**config.mk**
```make
export PLATFORM = sky130hd
export DESIGN_NAME = vnac_ctrl
export DESIGN_NICKNAME = d
export VERILOG_FILES = /design/src/rtl/core/vnac_pkg.sv /design/src/rtl/core/vnac_ctrl.sv
export SDC_FILE = /design/constraint.sdc
export NUM_CORES = 1
export LEC_CHECK = 0
export ABC_AREA = 1
export BUFFER_PORTS_ARGS = -buffer_cell sky130_fd_sc_hd__buf_4
export CORE_UTILIZATION = 35
export DETAILED_ROUTE_END_ITERATION = 8
export SKIP_CTS_REPAIR_TIMING = 1
export SLEW_MARGIN = 20
export SYNTH_ARGS = -nofsm -noshare
export SYNTH_HDL_FRONTEND = slang
export SYNTH_SLANG_ARGS = --single-unit
```
**constraint.sdc**
```tcl
create_clock -name clk -period 4.1 [get_ports clk]
set_input_delay 0.82 -clock clk [delete_from_list [all_inputs] [get_ports clk]]
set_output_delay 0.82 -clock clk [all_outputs]
set_load 0.02 [all_outputs]
```
**src/rtl/core/vnac_pkg.sv**
```systemverilog
// Shared types, constants and helpers for the vertex normal accumulator.
// Used by every module under rtl/core except vnac_ram; depends on nothing.
package vnac_pkg;

	// Table and field sizes (vertex depth is a power of two)
	localparam int VERTEX_DEPTH = 1024;
	localparam int POS_W        = 24;
	localparam int NRM_W        = 16;
	localparam int FRAC_W       = NRM_W - 2;
	localparam int CNT_W        = 16;
	localparam int IDX_FIELD_W  = 10;
	localparam int IDX_W        = $clog2(VERTEX_DEPTH);
	localparam int OPC_W        = 2;

	// Edge and product widths
	localparam int EDGE_SHIFT = (POS_W > 30) ? POS_W - 30 : 0;
	localparam int EDGE_W     = POS_W + 1 - EDGE_SHIFT;
	localparam int MUL_W      = (EDGE_W > CNT_W + 1) ? EDGE_W : CNT_W + 1;
	localparam int PROD_W     = 2 * MUL_W;
	localparam int VEC_W      = PROD_W + 1;

	// Normalizer widths
	localparam int RED_W = 30;
	localparam int SQ_W  = 64;
	localparam int LEN_W = RED_W + 1;
	localparam int REM_W = LEN_W + 1;
	localparam int NUM_W = RED_W + FRAC_W + 1;
	localparam int Q_W   = FRAC_W + 1;
	localparam int STEP_W = $clog2(Q_W);

	// Memory words
	localparam int POS_WORD_W = 3 * POS_W;
	localparam int NRM_WORD_W = 3 * NRM_W + CNT_W;
	localparam logic [CNT_W-1:0] CNT_MAX = '1;

	// Stream widths
	localparam int IN_FIELDS_W = 3 * IDX_FIELD_W + 3 * POS_W;
	localparam int IN_DATA_W   = ((IN_FIELDS_W + 7) / 8) * 8;
	localparam int OUT_DATA_W  = ((NRM_WORD_W + 7) / 8) * 8;
	localparam int POS_OFS     = 3 * IDX_FIELD_W;

	typedef enum logic [OPC_W-1:0] {
		OP_WRITE = 2'd0,
		OP_TRI   = 2'd1,
		OP_READ  = 2'd2,
		OP_CLEAR = 2'd3
	} opcode_t;

	typedef logic signed [VEC_W-1:0]  vec_t;
	typedef logic signed [NRM_W-1:0]  nrm_t;
	typedef logic signed [EDGE_W-1:0] edge_t;

	typedef enum logic [4:0] {
		S_CLR, S_IDLE, S_WR, S_RD_ADDR, S_RD_DATA,
		S_TA, S_TB, S_TC, S_TD, S_EDGE, S_CROSS,
		S_FACE_GO, S_FACE_WAIT, S_CRD, S_CDAT,
		S_BLEND, S_BN_GO, S_BN_WAIT, S_CWR
	} ctrl_state_t;

	typedef enum logic [2:0] {
		N_IDLE, N_SHIFT, N_SQ, N_ROOT, N_DIVI, N_DIV, N_DONE
	} norm_state_t;

	// Controller to datapath
	typedef struct packed {
		logic       cap_in;
		logic       clr_we;
		logic       pos_we;
		logic       pos_re;
		logic [1:0] idx_sel;
		logic       pos_cap;
		logic [1:0] pos_slot;
		logic       edge_cap;
		logic       mac_en;
		logic       mac_blend;
		logic [2:0] step;
		logic       norm_start;
		logic       face_cap;
		logic       nrm_re;
		logic       old_cap;
		logic       nrm_we;
		logic       out_load;
	} dp_cmd_t;

	// Datapath to controller
	typedef struct packed {
		logic clr_last;
		logic norm_done;
		logic first_hit;
		logic out_free;
	} dp_status_t;

	// Edge component truncated toward zero by EDGE_SHIFT bits
	function automatic edge_t edge_trunc(input logic signed [POS_W:0] d);
		logic [POS_W:0]    m;
		logic [EDGE_W-1:0] t;
		begin
			m = d[POS_W] ? (POS_W+1)'(-d) : (POS_W+1)'(d);
			t = EDGE_W'(m >> EDGE_SHIFT);
			return d[POS_W] ? edge_t'(-t) : edge_t'(t);
		end
	endfunction

endpackage

```
**src/rtl/core/vnac_ctrl.sv**
```systemverilog
// Controller state machine: sequences clear sweeps, writes, reads and
// the triangle corner updates. Depends on vnac_pkg.
module vnac_ctrl (
	input  logic                 clk,
	input  logic                 arst_n,
	input  logic                 s_tvalid,
	input  vnac_pkg::opcode_t    opcode,
	output logic                 s_tready,
	input  vnac_pkg::dp_status_t status,
	output vnac_pkg::dp_cmd_t    cmd
);
	import vnac_pkg::*;

	ctrl_state_t state_q, state_next;
	logic [2:0]  step_q;
	logic [1:0]  corner_q;

	// Next state
	always_comb begin
		state_next = state_q;
		unique case (state_q)
			S_CLR:       if (status.clr_last) state_next = S_IDLE;
			S_IDLE: begin
				if (s_tvalid) begin
					unique case (opcode)
						OP_WRITE: state_next = S_WR;
						OP_TRI:   state_next = S_TA;
						OP_READ:  state_next = S_RD_ADDR;
						OP_CLEAR: state_next = S_CLR;
						default:  state_next = S_IDLE;
					endcase
				end
			end
			S_WR:        state_next = S_IDLE;
			S_RD_ADDR:   state_next = S_RD_DATA;
			S_RD_DATA:   if (status.out_free) state_next = S_IDLE;
			S_TA:        state_next = S_TB;
			S_TB:        state_next = S_TC;
			S_TC:        state_next = S_TD;
			S_TD:        state_next = S_EDGE;
			S_EDGE:      state_next = S_CROSS;
			S_CROSS:     if (step_q == 3'd5) state_next = S_FACE_GO;
			S_FACE_GO:   state_next = S_FACE_WAIT;
			S_FACE_WAIT: if (status.norm_done) state_next = S_CRD;
			S_CRD:       state_next = S_CDAT;
			S_CDAT:      state_next = status.first_hit ? S_CWR : S_BLEND;
			S_BLEND:     if (step_q == 3'd2) state_next = S_BN_GO;
			S_BN_GO:     state_next = S_BN_WAIT;
			S_BN_WAIT:   if (status.norm_done) state_next = S_CWR;
			S_CWR:       state_next = (corner_q == 2'd2) ? S_IDLE : S_CRD;
			default:     state_next = S_IDLE;
		endcase
	end

	// Commands
	always_comb begin
		cmd      = '0;
		s_tready = (state_q == S_IDLE);
		cmd.step = step_q;
		unique case (state_q)
			S_CLR:       cmd.clr_we = 1'b1;
			S_IDLE:      cmd.cap_in = s_tvalid;
			S_WR:        cmd.pos_we = 1'b1;
			S_RD_ADDR:   cmd.nrm_re = 1'b1;
			S_RD_DATA:   cmd.out_load = status.out_free;
			S_TA:        cmd.pos_re = 1'b1;
			S_TB: begin
				cmd.pos_re  = 1'b1;
				cmd.idx_sel = 2'd1;
				cmd.pos_cap = 1'b1;
			end
			S_TC: begin
				cmd.pos_re   = 1'b1;
				cmd.idx_sel  = 2'd2;
				cmd.pos_cap  = 1'b1;
				cmd.pos_slot = 2'd1;
			end
			S_TD: begin
				cmd.pos_cap  = 1'b1;
				cmd.pos_slot = 2'd2;
			end
			S_EDGE:      cmd.edge_cap = 1'b1;
			S_CROSS:     cmd.mac_en = 1'b1;
			S_FACE_GO:   cmd.norm_start = 1'b1;
			S_FACE_WAIT: cmd.face_cap = status.norm_done;
			S_CRD: begin
				cmd.nrm_re  = 1'b1;
				cmd.idx_sel = corner_q;
			end
			S_CDAT:      cmd.old_cap = 1'b1;
			S_BLEND: begin
				cmd.mac_en    = 1'b1;
				cmd.mac_blend = 1'b1;
			end
			S_BN_GO:     cmd.norm_start = 1'b1;
			S_BN_WAIT:   ;
			S_CWR: begin
				cmd.nrm_we  = 1'b1;
				cmd.idx_sel = corner_q;
			end
			default:     ;
		endcase
	end

	always_ff @(posedge clk or negedge arst_n) begin
		if (!arst_n) begin
			state_q  <= S_CLR;
			step_q   <= '0;
			corner_q <= '0;
		end else begin
			state_q <= state_next;
			// MAC step counter
			if (state_q == S_CROSS || state_q == S_BLEND) begin
				step_q <= step_q + 3'd1;
			end else begin
				step_q <= '0;
			end
			// Corner counter
			if (state_q == S_FACE_WAIT) begin
				corner_q <= '0;
			end else if (state_q == S_CWR) begin
				corner_q <= corner_q + 2'd1;
			end
		end
	end
endmodule

```
==> summary.txt <==
Outcome
  • Status: complete, no violations

STA
  • Slew headroom: 0.8112
  • Clock Skew: 0.0002963 ns
  • Final Slew Violations: 0
  • Max Clk Rate: 368.8 MHz
  • Worst slew pin tran: 0.2831 ns
  • Hold WS: 0.3573 ns
  • Endpoints failing setup: 0
  • Final Cycle Share: 0.6614
  • Fin crit period: 2.712 ns
  • RSZ-0062 raised after global routing: no
  • Total negative slack: 0 ns
  • Fin. Hold Viols: 0

Critical path
  • R2R Path Start: state_q[3]$_DFFE_PN0P_
  • Critical Path End Type: output pin
  • Crit path from: state_q[3]$_DFFE_PN0P_
  • R2R depth: 9
  • Crit start category: register
  • Reg-to-reg critical path endpoint: state_q[3]$_DFFE_PN0P_
  • Crit path buffers/inverters: 2
  • Slowest Stage Delay on Critical Path: ~0.46 ns
  • R2R setup slack: about 2.5 ns
  • Critical Path End: cmd[16]
  • Setup CP Type: register to output pin
  • Cell count along the critical path: 6
  • Worst EP arrival: between 1.5 and 2 ns
  • Crit-path leading delay family: simple AND/OR/NAND/NOR gates
  • Critical path required time: ~3.3 ns
  • Slowest CP cell: dfrtp_1
  • Maximum fanout along the worst path: 7
  • Cell chain of the critical path: nor2_2 -> nand4_1 -> inv_1 -> a21oi_1 -> o21ai_0 -> buf_4

Routing
  • Drt total wl: 2.785 mm
  • Residual DRC count: 0
  • Post-DRT Antenna Nets: 0
  • Vias per inst: 4.946
  • Drt first pass iters: 4
  • DR WL/cell: 12.43 um
  • Via count: 1,108
  • 1st-iter DRT viols: 31

Run
  • Max-Cap Viols: 0

Clocking
  • CTS tree: yes
  • Htree depth: 1
  • TritonCTS buffer count: 3
  • Clock Sinks: 10
  • Clk buf depth: 2
  • Clk Latency, worst-skew pair: 0.28 ns
  • Clk Tree Root Cell: clkbuf_4
  • Clock slew at reported path FFs: 0.07 ns

Floorplan
  • Die Ht: 55.75 um
  • Top Ports: 31
  • Initial core utilization: 0.3666
  • Die ar.: 0.003108 mm^2
  • Chip width: ~56 um
  • # rows: 19
  • Core Box Area: between 0.002 and 0.003 mm^2

Global routing
  • Initial antenna violation count: 0
  • Global-route usage over all layers: 0.1942
  • GRT overflow: 0
  • Number of global-route vias before repair: roughly 1,000
  • Largest net degree at the start of global routing: 11
  • First-pass GRT wire length: 4.678 mm

Placed design
  • GPL Wtd Cong: 0.9003
  • Post-DP HPWL: ~2.4 mm
  • Port bufs: 30

Cells and area
  • Multi-input gate area: 636.9 um^2
  • N_diodes: 0
  • Layout cell share with drive strength beyond 1: 0.2953
  • Filler cells: 308
  • Nets: 210
  • Area Overhead vs Synth: 28.59%
  • Register area: approximately 250 um^2

Power and ir drop
  • Sw Ratio: 0.5273
  • Peak supply drop: 0.2453 mV
  • Share of power burned in registers: 0.223
  • Cell Int Power: 323.1 uW
  • Power density over the cells: 525.7 mW/mm^2
  • Clk pwr share: 0.140
  • Leak: 0.0007578 uW
  • Comb pwr share: 0.637
  • Switching power: 360.3 uW

Yosys
  • Ys flop type: dfrtp_1
  • Syn_nets: 176
  • EDFF count, synth: 0
  • Mapped Area: about 0.0010 mm^2
  • Async set-reset flop share out of synthesis: 1.000
  • Area leader, netlist: dfrtp_1
  • Mapped Cells: 160
  • Sequential fraction of the synthesis area: 0.2475
  • Synth area leaders: dfrtp_1 25%, nand2_1 16%, inv_1 10%, ha_1 8.7%, nor2_1 8.2%
  • Synth top area share: 0.2475
  • Post-synthesis cell type count: 23
  • Synth warnings: 0
  • #FFs+latches synth: 10
  • Post-Syn Area per Cell: 6.319 um^2

Min path
  • Hold Path Class: input pin to asynchronous set/reset pin
==> synth_stat cells, types with 2 or more instances <==
library cell and number:
nand2_1 42, o21ai_0 7, nand4_1 3, ha_1 7, nand3_1 6, inv_2 3
nor2_2 10, o22ai_1 2, a21oi_1 2, nor2_1 22, o21ai_1 3, dfrtp_1 10
inv_1 27, nand3_2 3, nand2_2 5
==> stage by stage <==
stage / std cells / cell area (um^2) / util / total power (uW) / worst slack (ns)
floorplan: 160 / 1011 / - / 460.9 / 1.630
global placement: 220 / 1264 / 0.4583 / 589.2 / 1.855
detailed placement: 220 / 1264 / 0.4583 / 589.7 / 1.712
CTS: 224 / 1300 / 0.4714 / 685.4 / 1.401
global route: 224 / 1300 / 0.4714 / 742.8 / 1.192
finish: 224 / 1300 / 0.4714 / 683.4 / 1.388
==> power groups by stage <==
stage / combinational (uW) / clock, uW / sequential, uW
floorplan: 317 / 0 / 144
global placement: 436 / 0 / 153
detailed placement: 435 / 0 / 155
CTS: 436 / 96.9 / 152
global route: 485 / 101 / 157
finish: 436 / 95.4 / 152
==> kinds of logic (layout without fill, tap and decap cells) <==
family	after synthesis	in the layout	synth area share
compound gates	16	16	0.08787
xor+xnor	1	1	0.008665
fa+ha+maj	7	7	0.08663
buf+inv	31	64	0.1225
simple gates	95	95	0.4468
flops	10	10	0.2475
==> worst min path at each step <==
stage / from / end
finish: arst_n / step_q[0]$_DFF_PN0_
global route: arst_n / step_q[0]$_DFF_PN0_
CTS: arst_n / step_q[0]$_DFF_PN0_
detailed placement: step_q[0]$_DFF_PN0_ / step_q[0]$_DFF_PN0_
global placement: step_q[0]$_DFF_PN0_ / step_q[0]$_DFF_PN0_
floorplan: arst_n / corner_q[0]$_DFFE_PN0P_
==> area by class of cell <==
cell class | instances | area share
inverters | 30 | 0.08662
multi-input cells | 119 | 0.4899
repair buffers | 30 | 0.1732
clock buffers | 4 | 0.02791
flip-flops and latches | 10 | 0.1925
well taps | 31 | 0.02984
==> worst reg2reg max path, delay by kind of cell (launching register included) <==
family / cells / cell delay, ns
and+or+nand+nor: 9 / 1.05
DFF: 1 / 0.46
==> cell usage in the layout, fill, tap and decap left out <==
cell type / Yosys / routed
inv_2: 3 / 3
o211ai_1: 1 / 1
nor3_4: 1 / 1
a21oi_1: 2 / 2
nand2_2: 5 / 5
clkbuf_4: 0 / 3
nand3_1: 6 / 6
buf_4: 0 / 30
clkbuf_8: 0 / 1
xnor2_1: 1 / 1
nand3_2: 3 / 3
dfrtp_1: 10 / 10
nor2_4: 1 / 1
o2111ai_1: 1 / 1
o22ai_1: 2 / 2
and3_1: 1 / 1
nor2_1: 22 / 22
nand4_1: 3 / 3
o21ai_0: 7 / 7
nor3_1: 1 / 1
inv_1: 27 / 27
nor2_2: 10 / 10
ha_1: 7 / 7
nand2_1: 42 / 42
o21ai_1: 3 / 3
==> registers in the layout, indices dropped and copies added, names as in the netlist <==
name,flops
step_q,3
state_q,5
corner_q,2
==> routing by layer <==
layer	track usage	wire, um
met5	0	0
met2	0.3098	1319
met4	0.05000	42
met1	0.2486	1230
met3	0.06977	193
Power figures use the tool's default switching activity.
